$ cat config.mk
export PLATFORM = sky130hd
export DESIGN_NAME = setup_code_and_salt_derivation_core_flat
export DESIGN_NICKNAME = d
export VERILOG_FILES = /design/src/hw/rtl/scsd_pkg.sv /design/src/hw/rtl/scsd_if.sv /design/src/hw/rtl/scsd_datapath.sv /design/src/hw/rtl/scsd_ctrl.sv /design/src/hw/rtl/setup_code_and_salt_derivation_core.sv /design/src/flat_wrapper.sv
export SDC_FILE = /design/constraint.sdc
export NUM_CORES = 1
export LEC_CHECK = 0
export BUFFER_PORTS_ARGS = -buffer_cell sky130_fd_sc_hd__buf_2
export CAP_MARGIN = 20
export CORE_ASPECT_RATIO = 0.9
export CORE_UTILIZATION = 35
export DETAILED_ROUTE_END_ITERATION = 16
export MAX_ROUTING_LAYER = met4
export PLACE_DENSITY = 0.57
export SLEW_MARGIN = 30
export SYNTH_ARGS = -nofsm -noshare
export SYNTH_HDL_FRONTEND = slang
export SYNTH_HIERARCHICAL = 1
export SYNTH_SLANG_ARGS = --single-unit
$ cat constraint.sdc
create_clock -name clk -period 11 [get_ports clk]
set_input_delay 2.2 -clock clk [delete_from_list [all_inputs] [get_ports clk]]
set_output_delay 2.2 -clock clk [all_outputs]
set_load 0.1 [all_outputs]
$ cat src/hw/rtl/scsd_pkg.sv
// scsd_pkg: shared types, constants and helper functions for the setup code
// and salt derivation core. No dependencies.
package scsd_pkg;

  localparam int unsigned SEED_W = 32;
  localparam int unsigned CODE_W = 27;
  localparam int unsigned DISC_W = 12;
  localparam int unsigned MAC_W  = 48;
  localparam int unsigned SALT_W = 64;
  localparam int unsigned NUM_BANNED = 12;

  localparam logic [31:0] FNV_BASIS  = 32'd2166136261;
  localparam logic [31:0] FNV_PRIME  = 32'd16777619;
  localparam logic [31:0] CODE_SPAN  = 32'd89999998;
  localparam logic [CODE_W-1:0] CODE_BASE = 27'd10000000;
  // low words of the 64-bit lcg constants, only the low 32 bits of x are used
  localparam logic [31:0] LCG_MUL_LO = 32'h4C95_7F2D;
  localparam logic [31:0] LCG_ADD_LO = 32'hF767_814F;

  localparam logic [CODE_W-1:0] BANNED_CODES [NUM_BANNED] = '{
    27'd0,        27'd11111111, 27'd22222222, 27'd33333333,
    27'd44444444, 27'd55555555, 27'd66666666, 27'd77777777,
    27'd88888888, 27'd99999999, 27'd12345678, 27'd87654321
  };

  typedef logic [2:0] step_t;

  localparam step_t MAC_LAST  = 3'd5;
  localparam step_t RED_LAST  = 3'd5;
  localparam step_t PRE_LAST  = 3'd3;
  localparam step_t WORD_LAST = 3'd7;

  typedef enum logic [3:0] {
    ST_IDLE,
    ST_MAC,
    ST_SEED,
    ST_RED,
    ST_CODE,
    ST_CHECK,
    ST_MUL,
    ST_ADD,
    ST_PRE,
    ST_WORD,
    ST_DONE
  } state_t;

  typedef enum logic [3:0] {
    OP_NOP,
    OP_LOAD,
    OP_MAC,
    OP_SEED,
    OP_RED,
    OP_CODE,
    OP_MUL,
    OP_ADD,
    OP_PRE,
    OP_WORD
  } dp_op_t;

  typedef struct packed {
    dp_op_t op;
    step_t  idx;
  } dp_cmd_t;

  typedef struct packed {
    logic mode;
    logic banned;
  } dp_status_t;

  // divisor multiple for one restoring step, largest first
  function automatic logic [31:0] red_divisor(step_t idx);
    logic [31:0] d;
    unique case (idx)
      3'd0:    d = CODE_SPAN << 5;
      3'd1:    d = CODE_SPAN << 4;
      3'd2:    d = CODE_SPAN << 3;
      3'd3:    d = CODE_SPAN << 2;
      3'd4:    d = CODE_SPAN << 1;
      default: d = CODE_SPAN;
    endcase
    return d;
  endfunction

  function automatic logic code_banned(logic [CODE_W-1:0] code);
    logic hit;
    hit = 1'b0;
    for (int k = 0; k < NUM_BANNED; k++) begin
      if (BANNED_CODES[k] == code) begin
        hit = 1'b1;
      end
    end
    return hit;
  endfunction

endpackage

$ cat src/hw/rtl/scsd_if.sv
// scsd_req_if / scsd_rsp_if: valid/ready channels of the derivation core
// depends on scsd_pkg for field widths
interface scsd_req_if;
  logic                            valid;
  logic                            ready;
  logic                            mode;
  logic [scsd_pkg::SEED_W-1:0]     seed_in;
  logic [scsd_pkg::MAC_W-1:0]      mac_address;

  modport source (output valid, output mode, output seed_in, output mac_address,
                  input ready);
  modport sink   (input valid, input mode, input seed_in, input mac_address,
                  output ready);
endinterface

interface scsd_rsp_if;
  logic                            valid;
  logic                            ready;
  logic [scsd_pkg::SEED_W-1:0]     seed_used;
  logic [scsd_pkg::CODE_W-1:0]     passcode;
  logic [scsd_pkg::DISC_W-1:0]     discriminator;
  logic                            still_forbidden;
  logic [scsd_pkg::SALT_W-1:0]     salt_bytes_0_7;
  logic [scsd_pkg::SALT_W-1:0]     salt_bytes_8_15;
  logic [scsd_pkg::SALT_W-1:0]     salt_bytes_16_23;
  logic [scsd_pkg::SALT_W-1:0]     salt_bytes_24_31;

  modport source (output valid, output seed_used, output passcode, output discriminator,
                  output still_forbidden, output salt_bytes_0_7, output salt_bytes_8_15,
                  output salt_bytes_16_23, output salt_bytes_24_31, input ready);
  modport sink   (input valid, input seed_used, input passcode, input discriminator,
                  input still_forbidden, input salt_bytes_0_7, input salt_bytes_8_15,
                  input salt_bytes_16_23, input salt_bytes_24_31, output ready);
endinterface

$ cat src/hw/rtl/scsd_datapath.sv
// scsd_datapath: shared fnv/lcg multiplier, restoring reducer and result registers
// depends on scsd_pkg; driven by scsd_ctrl through dp_cmd_t
module scsd_datapath (
  input  logic                        clk,
  input  scsd_pkg::dp_cmd_t           cmd,
  output scsd_pkg::dp_status_t        status,
  input  logic                        req_mode,
  input  logic [scsd_pkg::SEED_W-1:0] req_seed_in,
  input  logic [scsd_pkg::MAC_W-1:0]  req_mac_address,
  output logic [scsd_pkg::SEED_W-1:0] seed_used,
  output logic [scsd_pkg::CODE_W-1:0] passcode,
  output logic [scsd_pkg::DISC_W-1:0] discriminator,
  output logic                        still_forbidden,
  output logic [scsd_pkg::SALT_W-1:0] salt_bytes_0_7,
  output logic [scsd_pkg::SALT_W-1:0] salt_bytes_8_15,
  output logic [scsd_pkg::SALT_W-1:0] salt_bytes_16_23,
  output logic [scsd_pkg::SALT_W-1:0] salt_bytes_24_31
);

  logic                        mode;
  logic [31:0]                 seed_raw;
  logic [scsd_pkg::MAC_W-1:0]  mac;
  logic [31:0]                 h;
  logic [31:0]                 seed;
  logic [31:0]                 rem;
  logic [scsd_pkg::CODE_W-1:0] code;
  logic [31:0]                 words [8];

  logic [7:0]  hash_byte;
  logic [31:0] mul_a;
  logic [31:0] mul_b;
  logic [63:0] mul_full;
  logic [31:0] prod;
  logic [31:0] divisor;

  // byte fed to the fnv step
  always_comb begin
    hash_byte = 8'h00;
    unique case (cmd.op)
      scsd_pkg::OP_MAC: begin
        unique case (cmd.idx)
          3'd0:    hash_byte = mac[47:40];
          3'd1:    hash_byte = mac[39:32];
          3'd2:    hash_byte = mac[31:24];
          3'd3:    hash_byte = mac[23:16];
          3'd4:    hash_byte = mac[15:8];
          default: hash_byte = mac[7:0];
        endcase
      end
      scsd_pkg::OP_PRE: begin
        unique case (cmd.idx[1:0])
          2'd0:    hash_byte = seed[31:24];
          2'd1:    hash_byte = seed[23:16];
          2'd2:    hash_byte = seed[15:8];
          default: hash_byte = seed[7:0];
        endcase
      end
      scsd_pkg::OP_WORD: hash_byte = {5'd0, cmd.idx};
      default:           hash_byte = 8'h00;
    endcase
  end

  // one multiplier shared by the hash steps and the remix
  always_comb begin
    if (cmd.op == scsd_pkg::OP_MUL) begin
      mul_a = {5'd0, code};
      mul_b = scsd_pkg::LCG_MUL_LO;
    end else begin
      mul_a = h ^ {24'd0, hash_byte};
      mul_b = scsd_pkg::FNV_PRIME;
    end
  end

  assign mul_full = mul_a * mul_b;
  assign prod     = mul_full[31:0];
  assign divisor  = scsd_pkg::red_divisor(cmd.idx);

  always_ff @(posedge clk) begin
    unique case (cmd.op)
      scsd_pkg::OP_LOAD: begin
        mode     <= req_mode;
        seed_raw <= req_seed_in;
        mac      <= req_mac_address;
        h        <= scsd_pkg::FNV_BASIS;
      end
      scsd_pkg::OP_MAC: h <= prod;
      scsd_pkg::OP_SEED: begin
        seed <= mode ? h : seed_raw;
        rem  <= mode ? h : seed_raw;
        h    <= scsd_pkg::FNV_BASIS;
      end
      scsd_pkg::OP_RED: begin
        if (rem >= divisor) begin
          rem <= rem - divisor;
        end
      end
      scsd_pkg::OP_CODE: code <= rem[scsd_pkg::CODE_W-1:0] + scsd_pkg::CODE_BASE;
      scsd_pkg::OP_MUL:  rem  <= prod;
      scsd_pkg::OP_ADD:  rem  <= rem + scsd_pkg::LCG_ADD_LO;
      scsd_pkg::OP_PRE:  h    <= prod;
      scsd_pkg::OP_WORD: words[cmd.idx] <= prod;
      default: begin
      end
    endcase
  end

  assign status.mode   = mode;
  assign status.banned = scsd_pkg::code_banned(code);

  assign seed_used        = seed;
  assign passcode         = code;
  assign discriminator    = seed[31:20];
  assign still_forbidden  = status.banned;
  assign salt_bytes_0_7   = {words[0], words[1]};
  assign salt_bytes_8_15  = {words[2], words[3]};
  assign salt_bytes_16_23 = {words[4], words[5]};
  assign salt_bytes_24_31 = {words[6], words[7]};

endmodule

$ cat src/hw/rtl/scsd_ctrl.sv
// scsd_ctrl: sequencing state machine of the derivation core
// depends on scsd_pkg; issues dp_cmd_t to scsd_datapath
module scsd_ctrl #(
  parameter int REMIX_LIMIT = 12
) (
  input  logic                 clk,
  input  logic                 rst,
  input  logic                 req_valid,
  output logic                 req_ready,
  output logic                 rsp_valid,
  input  logic                 rsp_ready,
  output scsd_pkg::dp_cmd_t    cmd,
  input  scsd_pkg::dp_status_t status
);

  localparam int TRIES_W = $clog2(REMIX_LIMIT + 2);
  localparam logic [TRIES_W-1:0] TRIES_MAX = TRIES_W'(REMIX_LIMIT);

  scsd_pkg::state_t      state;
  scsd_pkg::state_t      state_next;
  scsd_pkg::step_t       idx;
  scsd_pkg::step_t       idx_next;
  logic [TRIES_W-1:0]    tries;
  logic [TRIES_W-1:0]    tries_next;

  always_ff @(posedge clk) begin
    if (rst) begin
      state <= scsd_pkg::ST_IDLE;
      idx   <= '0;
      tries <= '0;
    end else begin
      state <= state_next;
      idx   <= idx_next;
      tries <= tries_next;
    end
  end

  // next state
  always_comb begin
    state_next = state;
    idx_next   = idx;
    tries_next = tries;
    unique case (state)
      scsd_pkg::ST_IDLE: begin
        idx_next = '0;
        if (req_valid) begin
          state_next = scsd_pkg::ST_MAC;
        end
      end
      scsd_pkg::ST_MAC: begin
        if (!status.mode || idx == scsd_pkg::MAC_LAST) begin
          state_next = scsd_pkg::ST_SEED;
          idx_next   = '0;
        end else begin
          idx_next = idx + 3'd1;
        end
      end
      scsd_pkg::ST_SEED: begin
        state_next = scsd_pkg::ST_RED;
        idx_next   = '0;
        tries_next = '0;
      end
      scsd_pkg::ST_RED: begin
        if (idx == scsd_pkg::RED_LAST) begin
          state_next = scsd_pkg::ST_CODE;
          idx_next   = '0;
        end else begin
          idx_next = idx + 3'd1;
        end
      end
      scsd_pkg::ST_CODE:  state_next = scsd_pkg::ST_CHECK;
      scsd_pkg::ST_CHECK: begin
        if (status.banned && tries < TRIES_MAX) begin
          state_next = scsd_pkg::ST_MUL;
          tries_next = tries + 1'b1;
        end else begin
          state_next = scsd_pkg::ST_PRE;
        end
        idx_next = '0;
      end
      scsd_pkg::ST_MUL: state_next = scsd_pkg::ST_ADD;
      scsd_pkg::ST_ADD: begin
        state_next = scsd_pkg::ST_RED;
        idx_next   = '0;
      end
      scsd_pkg::ST_PRE: begin
        if (idx == scsd_pkg::PRE_LAST) begin
          state_next = scsd_pkg::ST_WORD;
          idx_next   = '0;
        end else begin
          idx_next = idx + 3'd1;
        end
      end
      scsd_pkg::ST_WORD: begin
        if (idx == scsd_pkg::WORD_LAST) begin
          state_next = scsd_pkg::ST_DONE;
          idx_next   = '0;
        end else begin
          idx_next = idx + 3'd1;
        end
      end
      scsd_pkg::ST_DONE: begin
        if (rsp_ready) begin
          state_next = scsd_pkg::ST_IDLE;
        end
      end
      default: state_next = scsd_pkg::ST_IDLE;
    endcase
  end

  // outputs
  always_comb begin
    req_ready = 1'b0;
    rsp_valid = 1'b0;
    cmd.op    = scsd_pkg::OP_NOP;
    cmd.idx   = idx;
    unique case (state)
      scsd_pkg::ST_IDLE: begin
        req_ready = 1'b1;
        if (req_valid) begin
          cmd.op = scsd_pkg::OP_LOAD;
        end
      end
      scsd_pkg::ST_MAC: begin
        if (status.mode) begin
          cmd.op = scsd_pkg::OP_MAC;
        end
      end
      scsd_pkg::ST_SEED:  cmd.op = scsd_pkg::OP_SEED;
      scsd_pkg::ST_RED:   cmd.op = scsd_pkg::OP_RED;
      scsd_pkg::ST_CODE:  cmd.op = scsd_pkg::OP_CODE;
      scsd_pkg::ST_CHECK: cmd.op = scsd_pkg::OP_NOP;
      scsd_pkg::ST_MUL:   cmd.op = scsd_pkg::OP_MUL;
      scsd_pkg::ST_ADD:   cmd.op = scsd_pkg::OP_ADD;
      scsd_pkg::ST_PRE:   cmd.op = scsd_pkg::OP_PRE;
      scsd_pkg::ST_WORD:  cmd.op = scsd_pkg::OP_WORD;
      scsd_pkg::ST_DONE:  rsp_valid = 1'b1;
      default:            cmd.op = scsd_pkg::OP_NOP;
    endcase
  end

endmodule

$ cat src/hw/rtl/setup_code_and_salt_derivation_core.sv
// setup_code_and_salt_derivation_core: top level of the derivation core
// depends on scsd_pkg, scsd_if, scsd_ctrl and scsd_datapath
//
// usage
//   req channel (valid/ready): mode, seed_in, mac_address. mode bit 0 set
//     hashes the six mac bytes with fnv-1a into the seed, clear takes seed_in.
//   rsp channel (valid/ready): seed, passcode, discriminator, still_forbidden
//     flag and the 32 salt bytes as four 64-bit words.
//   one request at a time: req.ready is high only while the core is idle.
// sequence, from the accepted request to rsp.valid
//   the mac hash steps run only with mode set, and each passcode remix (up to
//   REMIX_LIMIT of them) adds a pass. the shared 32x32 multiplier and the
//   six-step restoring reducer set the order: six hash steps with mode set,
//   six reduce steps, one multiply/add/reduce pass per remix, then four
//   shared seed-byte steps and eight salt word steps.
// reset and stall
//   rst (synchronous) returns the sequencer to idle and drops rsp.valid.
//   the result stays registered and rsp.valid stays high while rsp.ready is
//   low; no new request is taken until the response has been taken.
module setup_code_and_salt_derivation_core #(
  parameter int REMIX_LIMIT = 12
) (
  input  logic       clk,
  input  logic       rst,
  scsd_req_if.sink   req,
  scsd_rsp_if.source rsp
);

  // command and status between sequencer and datapath
  scsd_pkg::dp_cmd_t    cmd;
  scsd_pkg::dp_status_t status;

  scsd_ctrl #(
    .REMIX_LIMIT (REMIX_LIMIT)
  ) u_ctrl (
    .clk       (clk),
    .rst       (rst),
    .req_valid (req.valid),
    .req_ready (req.ready),
    .rsp_valid (rsp.valid),
    .rsp_ready (rsp.ready),
    .cmd       (cmd),
    .status    (status)
  );

  // payload registers hold the result while the receiver stalls
  scsd_datapath u_datapath (
    .clk              (clk),
    .cmd              (cmd),
    .status           (status),
    .req_mode         (req.mode),
    .req_seed_in      (req.seed_in),
    .req_mac_address  (req.mac_address),
    .seed_used        (rsp.seed_used),
    .passcode         (rsp.passcode),
    .discriminator    (rsp.discriminator),
    .still_forbidden  (rsp.still_forbidden),
    .salt_bytes_0_7   (rsp.salt_bytes_0_7),
    .salt_bytes_8_15  (rsp.salt_bytes_8_15),
    .salt_bytes_16_23 (rsp.salt_bytes_16_23),
    .salt_bytes_24_31 (rsp.salt_bytes_24_31)
  );

endmodule

$ cat src/flat_wrapper.sv
// flat-port wrapper written by rule: the top's interface ports become plain ports
module setup_code_and_salt_derivation_core_flat 
#(
  parameter int REMIX_LIMIT = 12
)
  (clk, rst, req_valid, req_mode, req_seed_in, req_mac_address, req_ready, rsp_valid, rsp_seed_used, rsp_passcode, rsp_discriminator, rsp_still_forbidden, rsp_salt_bytes_0_7, rsp_salt_bytes_8_15, rsp_salt_bytes_16_23, rsp_salt_bytes_24_31, rsp_ready);
  scsd_req_if req_i ();
  scsd_rsp_if rsp_i ();
  input  logic clk;
  input  logic rst;
  input wire logic [$bits(req_i.valid)-1:0] req_valid;
  input wire logic [$bits(req_i.mode)-1:0] req_mode;
  input wire logic [$bits(req_i.seed_in)-1:0] req_seed_in;
  input wire logic [$bits(req_i.mac_address)-1:0] req_mac_address;
  output wire logic [$bits(req_i.ready)-1:0] req_ready;
  output wire logic [$bits(rsp_i.valid)-1:0] rsp_valid;
  output wire logic [$bits(rsp_i.seed_used)-1:0] rsp_seed_used;
  output wire logic [$bits(rsp_i.passcode)-1:0] rsp_passcode;
  output wire logic [$bits(rsp_i.discriminator)-1:0] rsp_discriminator;
  output wire logic [$bits(rsp_i.still_forbidden)-1:0] rsp_still_forbidden;
  output wire logic [$bits(rsp_i.salt_bytes_0_7)-1:0] rsp_salt_bytes_0_7;
  output wire logic [$bits(rsp_i.salt_bytes_8_15)-1:0] rsp_salt_bytes_8_15;
  output wire logic [$bits(rsp_i.salt_bytes_16_23)-1:0] rsp_salt_bytes_16_23;
  output wire logic [$bits(rsp_i.salt_bytes_24_31)-1:0] rsp_salt_bytes_24_31;
  input wire logic [$bits(rsp_i.ready)-1:0] rsp_ready;
  assign req_i.valid = req_valid;
  assign req_i.mode = req_mode;
  assign req_i.seed_in = req_seed_in;
  assign req_i.mac_address = req_mac_address;
  assign req_ready = req_i.ready;
  assign rsp_valid = rsp_i.valid;
  assign rsp_seed_used = rsp_i.seed_used;
  assign rsp_passcode = rsp_i.passcode;
  assign rsp_discriminator = rsp_i.discriminator;
  assign rsp_still_forbidden = rsp_i.still_forbidden;
  assign rsp_salt_bytes_0_7 = rsp_i.salt_bytes_0_7;
  assign rsp_salt_bytes_8_15 = rsp_i.salt_bytes_8_15;
  assign rsp_salt_bytes_16_23 = rsp_i.salt_bytes_16_23;
  assign rsp_salt_bytes_24_31 = rsp_i.salt_bytes_24_31;
  assign rsp_i.ready = rsp_ready;
  setup_code_and_salt_derivation_core #(.REMIX_LIMIT(REMIX_LIMIT)) u_core (.clk(clk), .rst(rst), .req(req_i), .rsp(rsp_i));
endmodule
# == After elaboration in Yosys (flattened, before gate mapping) ==
# Memories as Yosys holds them, arrays and structs flattened.
# Index checks and enable logic that the tools add are counted.
# word_totals
ram_bits,256
mem_count,1
reg_bits,215
inputBits,85
output_inout_bits,330
elab_cells,128
# op_classes
n_mul,1
n_bitwise,1
order_cmp,2
add_sub_neg,5
n_reduce_logical,18
n_mux,44
eq_ne,46
# mem_list
name,depth,word_bits,rd,rd_clocked_by_memory_dff,wr,line,source
u_core.u_datapath.words,8,32,8,0,1,scsd_datapath.sv:27,logic [31:0] words [8];
# ops
cell,n
case mux 32 bit (5 select lines),1
case mux 32 bit (4 select lines),1
equality test 27 bit (first input constant),4
2-to-1 mux 32 bit,3
equality test 26 x 27 -> 1 bit (first input constant),3
case mux 32 bit (2 select lines),1
equality test 24 x 27 -> 1 bit (first input constant),2
equality test 25 x 27 -> 1 bit (first input constant),2
case mux 8 bit (3 select lines),2
case mux 4 bit (10 select lines),1
case mux 8 bit (5 select lines),1
case mux 4 bit (9 select lines),1
adder 32 bit (second input constant),1
equality test 4 x 3 -> 1 bit (second input constant),8
greater-or-equal comparator 32 bit,1
multiplier 32 x 32 -> 32 bit,1
2-to-1 mux 4 bit,8
subtractor 32 bit,1
XOR 32 x 8 -> 32 bit,1
2-to-1 mux 31 bit,1
adder 27 x 24 -> 27 bit (second input constant),1
logical NOT 27 bit,1
equality test 4 bit (second input constant),5
2-to-1 mux 1 bit,17
other kinds (28),49

# == Depth between registers and ports, before layout ==
# depth
depth_word,16
mapped_depth,40

# == By module ==
# Netlist, hierarchy kept.
# modules_own_cells
module,cells_per_inst,area_per_inst_um2,n_inst
scsd_datapath,2498,31003.5,1
scsd_ctrl,115,905.9,1

# == Worst setup path before layout ==
# OpenSTA, ideal clock, no wires.
# synth_timing
kind,in2reg
from,in req_valid
to,"reg u_core.u_datapath.rem[31], data pin"
n_path_buf,3
stages,33
arrival_time_ns,10.137
setup_slack_ns,0.604
path_cell_list,nor2_1 -> nor3_1 -> a21oi_1 -> o21ai_0 -> clkbuf_1 -> and4bb_1 -> clkbuf_1 -> buf_1 -> nand2_1 -> inv_1 -> fa_1 -> fa_1 -> fa_1 -> inv_1 -> fa_1 -> fa_1 -> inv_1 -> fa_1 -> inv_1 -> fa_1 -> inv_1 -> fa_1 -> ha_1 -> a21o_1 -> a21oi_1 -> nor2b_1 -> o41a_1 -> a41o_1 -> o31a_1 -> o21ai_1 -> xnor2_1 -> a221oi_2 -> nor2_1
# synth_lines
element,line,source
start: declaration,flat_wrapper.sv:11,input wire logic [$bits(req_i.valid)-1:0] req_valid;
end signal: assignment,scsd_datapath.sv:89,rem <= mode ? h : seed_raw;
end signal: assignment,scsd_datapath.sv:94,rem <= rem - divisor;
end signal: assignment,scsd_datapath.sv:98,scsd_pkg::OP_MUL: rem <= prod;
end: declaration,scsd_datapath.sv:25,logic [31:0] rem;

==> impl_metrics.env <==
export IMPL_status="finished, final reports clean"
export IMPL_grt_pass1_wl_um=156000
export IMPL_fin_crit_sh_pct=94.5
export IMPL_clk_latency_ns=0.62
export IMPL_cp_start_kind="input pin"
export IMPL_ys_ff_latch=471
export IMPL_holdBufCountCts=0
export IMPL_hpwl_um=89100
export IMPL_gp_congestion=1.04
export IMPL_drive_above_1_share_pct=22.5
export IMPL_r2r_slack_ns=1.38
export IMPL_crit_path_top_delay_cell="xnor2_1"
export IMPL_area_growth_pct=19.2
export IMPL_clk_pin_slew_ns=0.07
export IMPL_yosysMostFrequentCell="edfxtp_1"
export IMPL_ys_flop_type="edfxtp_1"
export IMPL_htreeDepth=2
export IMPL_cp_data_required_time_ns=11.47
export IMPL_wl_met2_um=49600
export IMPL_synth_edf_count=460
export IMPL_hold_class="flop to flop"
export IMPL_wl_per_cell_um=24.9
export IMPL_port_buffers=414
export IMPL_overflow=0
export IMPL_coreArea_mm2=0.0899
export IMPL_yosys_top_cells_count="460 x edfxtp_1, 451 x inv_1, 314 x fa_1"
export IMPL_drtAntennaViolNets=0
export IMPL_ys_warn_count=6
export IMPL_first_global_vias=22100
export IMPL_cts_buffer_depth=3
export IMPL_end_kind="flop"
export IMPL_drt_met1_wl_um=47700
export IMPL_cts_sinks=471
export IMPL_multiInputGateArea_mm2=0.0160
export IMPL_seqCellArea_mm2=0.0140
export IMPL_maxSlewViolCount=0
export IMPL_syn_avg_cell_area_um2=12.2
export IMPL_path_max_fanout=7
export IMPL_die_w_um=320
export IMPL_post_cts_resized=0
export IMPL_antenna_found_initial=7
export IMPL_layout_nets=3767
export IMPL_top_layer_used="met4"
export IMPL_fin_skew_ns=0.0448
export IMPL_grt_max_degree=52
export IMPL_io_pins=415
export IMPL_slowest_delay_ns=0.62
export IMPL_tns_ns=0
export IMPL_dr_pass1_iters=7
export IMPL_async_reset_ff_share_pct=0
export IMPL_synth_distinct_cells=95
export IMPL_ys_seq_area_share_pct=44.0
export IMPL_crit_type="input pin to flop"
export IMPL_synth_cells=2613
export IMPL_viasPerCell=5.12
export IMPL_rows=104
export IMPL_synth_area_leaders="edfxtp_1 43%, fa_1 20%, ha_1 7.6%, inv_1 5.3%, xnor2_1 2.8%"
export IMPL_cap_violations=0
export IMPL_n_fill_cell=8545
export IMPL_drc=0
export IMPL_rsz0062_at_grt="no"
export IMPL_root_buffer="clkbuf_16"
export IMPL_finalSetupViolations=0
export IMPL_dr_wl_met3_um=10200
export IMPL_die_area_mm2=0.0924
export IMPL_start_util_pct=35.5
export IMPL_cts_setup_buffers=0
export IMPL_tightest_slew_ns=1.01
export IMPL_vias=22700
export IMPL_synth_top_area_share_pct=43.3
export IMPL_hold_viol=0
export IMPL_grt_use_total_pct=24.3
export IMPL_cp_arrival_ns=10.86
export IMPL_cts_buffers=47
export IMPL_finalCriticalPeriod_ns=10.39
export IMPL_fmax_mhz=96.2
export IMPL_relSlewSlack_pct=32.9
export IMPL_synth_area_leader_cell="edfxtp_1"
export IMPL_drt_iter0_markers=2439
export IMPL_wl_um=111000
export IMPL_syn_area_mm2=0.0319
export IMPL_tritoncts="yes"
export IMPL_fp_dieH_um=288
## path summary, 6_finish.rpt
path	startpoint	end	depth (start not counted)
worst max register to register	u_core/u_ctrl/state[2]$_SDFFE_PP0P_	u_core/u_datapath/words[0][29]$_DFFE_PP_	38
worst min register to register	u_core/u_ctrl/tries[3]$_SDFFE_PP0P_	u_core/u_ctrl/tries[3]$_SDFFE_PP0P_	1
worst min-delay path	u_core/u_ctrl/tries[3]$_SDFFE_PP0P_	u_core/u_ctrl/tries[3]$_SDFFE_PP0P_	1
worst max-delay path	req_valid	u_core/u_datapath/rem[20]$_DFFE_PP_	38
## sequential cells by signal, summed over array words and instances, names as in the netlist
register	count
u_core/u_datapath/seed_used	32
u_core/u_datapath/passcode	27
u_core/u_ctrl/state	4
u_core/u_datapath/h	32
u_core/u_datapath/mode	1
u_core/u_ctrl/tries	4
u_core/u_ctrl/idx	3
u_core/u_datapath/mac	48
u_core/u_datapath/rem	32
u_core/u_datapath/seed_raw	32
u_core/u_datapath/words	256
## stage by stage
| stage | worst slack (ns) | cells | cell area (µm²) | utilization [%] | hold slack (ns) |
|---|---|---|---|---|---|
| floorplan | 0.604 | 2646 | 32000 | - | 0.428 |
| finish | 0.608 | 4433 | 38000 | 42.3 | 0.465 |
| global route | 0.0645 | 4432 | 38000 | 42.3 | 0.491 |
| detailed placement | 0.0960 | 4343 | 36500 | 40.6 | 0.456 |
| CTS | 0.681 | 4430 | 38000 | 42.3 | 0.474 |
| global placement | 0.137 | 4341 | 36400 | 40.5 | 0.456 |
## final cells by class
class	instances	area share [%]
repair buffers	557	8.41
diodes	3	0.0197
clock inverters	32	0.908
well taps	1219	4.01
inverters	451	4.45
flip-flops and latches	471	36.9
clock buffers	55	3.23
multi-input cells	1645	42.1
## worst max-delay path, delay by kind of cell
family / cells / cell delay (ns)
compound gates: 10 / 2.18
xor+xnor: 2 / 0.82
buf+inv: 9 / 1.00
fa+ha+maj: 9 / 3.66
simple gates: 8 / 0.98
## placed cells by master (no fill, tap or decap), types with 12 or more instances in the layout
cell type / netlist / final
a21oi_1: 118 / 117
nand3_1: 23 / 23
o22ai_1: 17 / 17
nand2b_1: 26 / 26
conb_1: 2 / 35
o21ai_0: 62 / 61
mux2_2: 35 / 35
ha_1: 195 / 195
nor2_1: 141 / 134
o21a_1: 12 / 12
and2_1: 24 / 22
nor2b_1: 33 / 33
xnor2_1: 101 / 100
o21ai_1: 15 / 15
buf_2: 10 / 414
buf_4: 16 / 140
inv_1: 451 / 451
nor3_1: 23 / 18
a21o_1: 22 / 22
xor2_1: 43 / 43
edfxtp_1: 460 / 460
nand4_1: 14 / 14
a211oi_1: 12 / 12
nor4_1: 14 / 14
clkbuf_16: 0 / 48
nand2_1: 158 / 158
fa_1: 314 / 314
## per-layer routing
metal,up-vias,GRT usage [%]
met5,-,-
met2,1117,35.6
met3,153,4.43
met1,11400,34.4
met4,0,6.75
li1,9984,-
## logic make-up (layout without fill, tap and decap cells)
| logic type | count (synthesis) | after routing | synth area share, % |
|---|---|---|---|
| multiplexers | 52 | 52 | 2.08 |
| AND/OR/NAND/NOR | 532 | 532 | 8.33 |
| flip-flops | 471 | 471 | 44.0 |
| AO/OA/AOI/OAI | 372 | 372 | 7.75 |
| adder cells (fa/ha/maj) | 509 | 509 | 27.3 |
| buffers and inverters | 530 | 1095 | 6.49 |
| other | 2 | 38 | 0.0235 |
| XOR/XNOR | 145 | 145 | 4.00 |
Power is left out: the tool's default activity adds up to more than one toggle a clock period on the data nets, which glitch-free logic cannot reach.
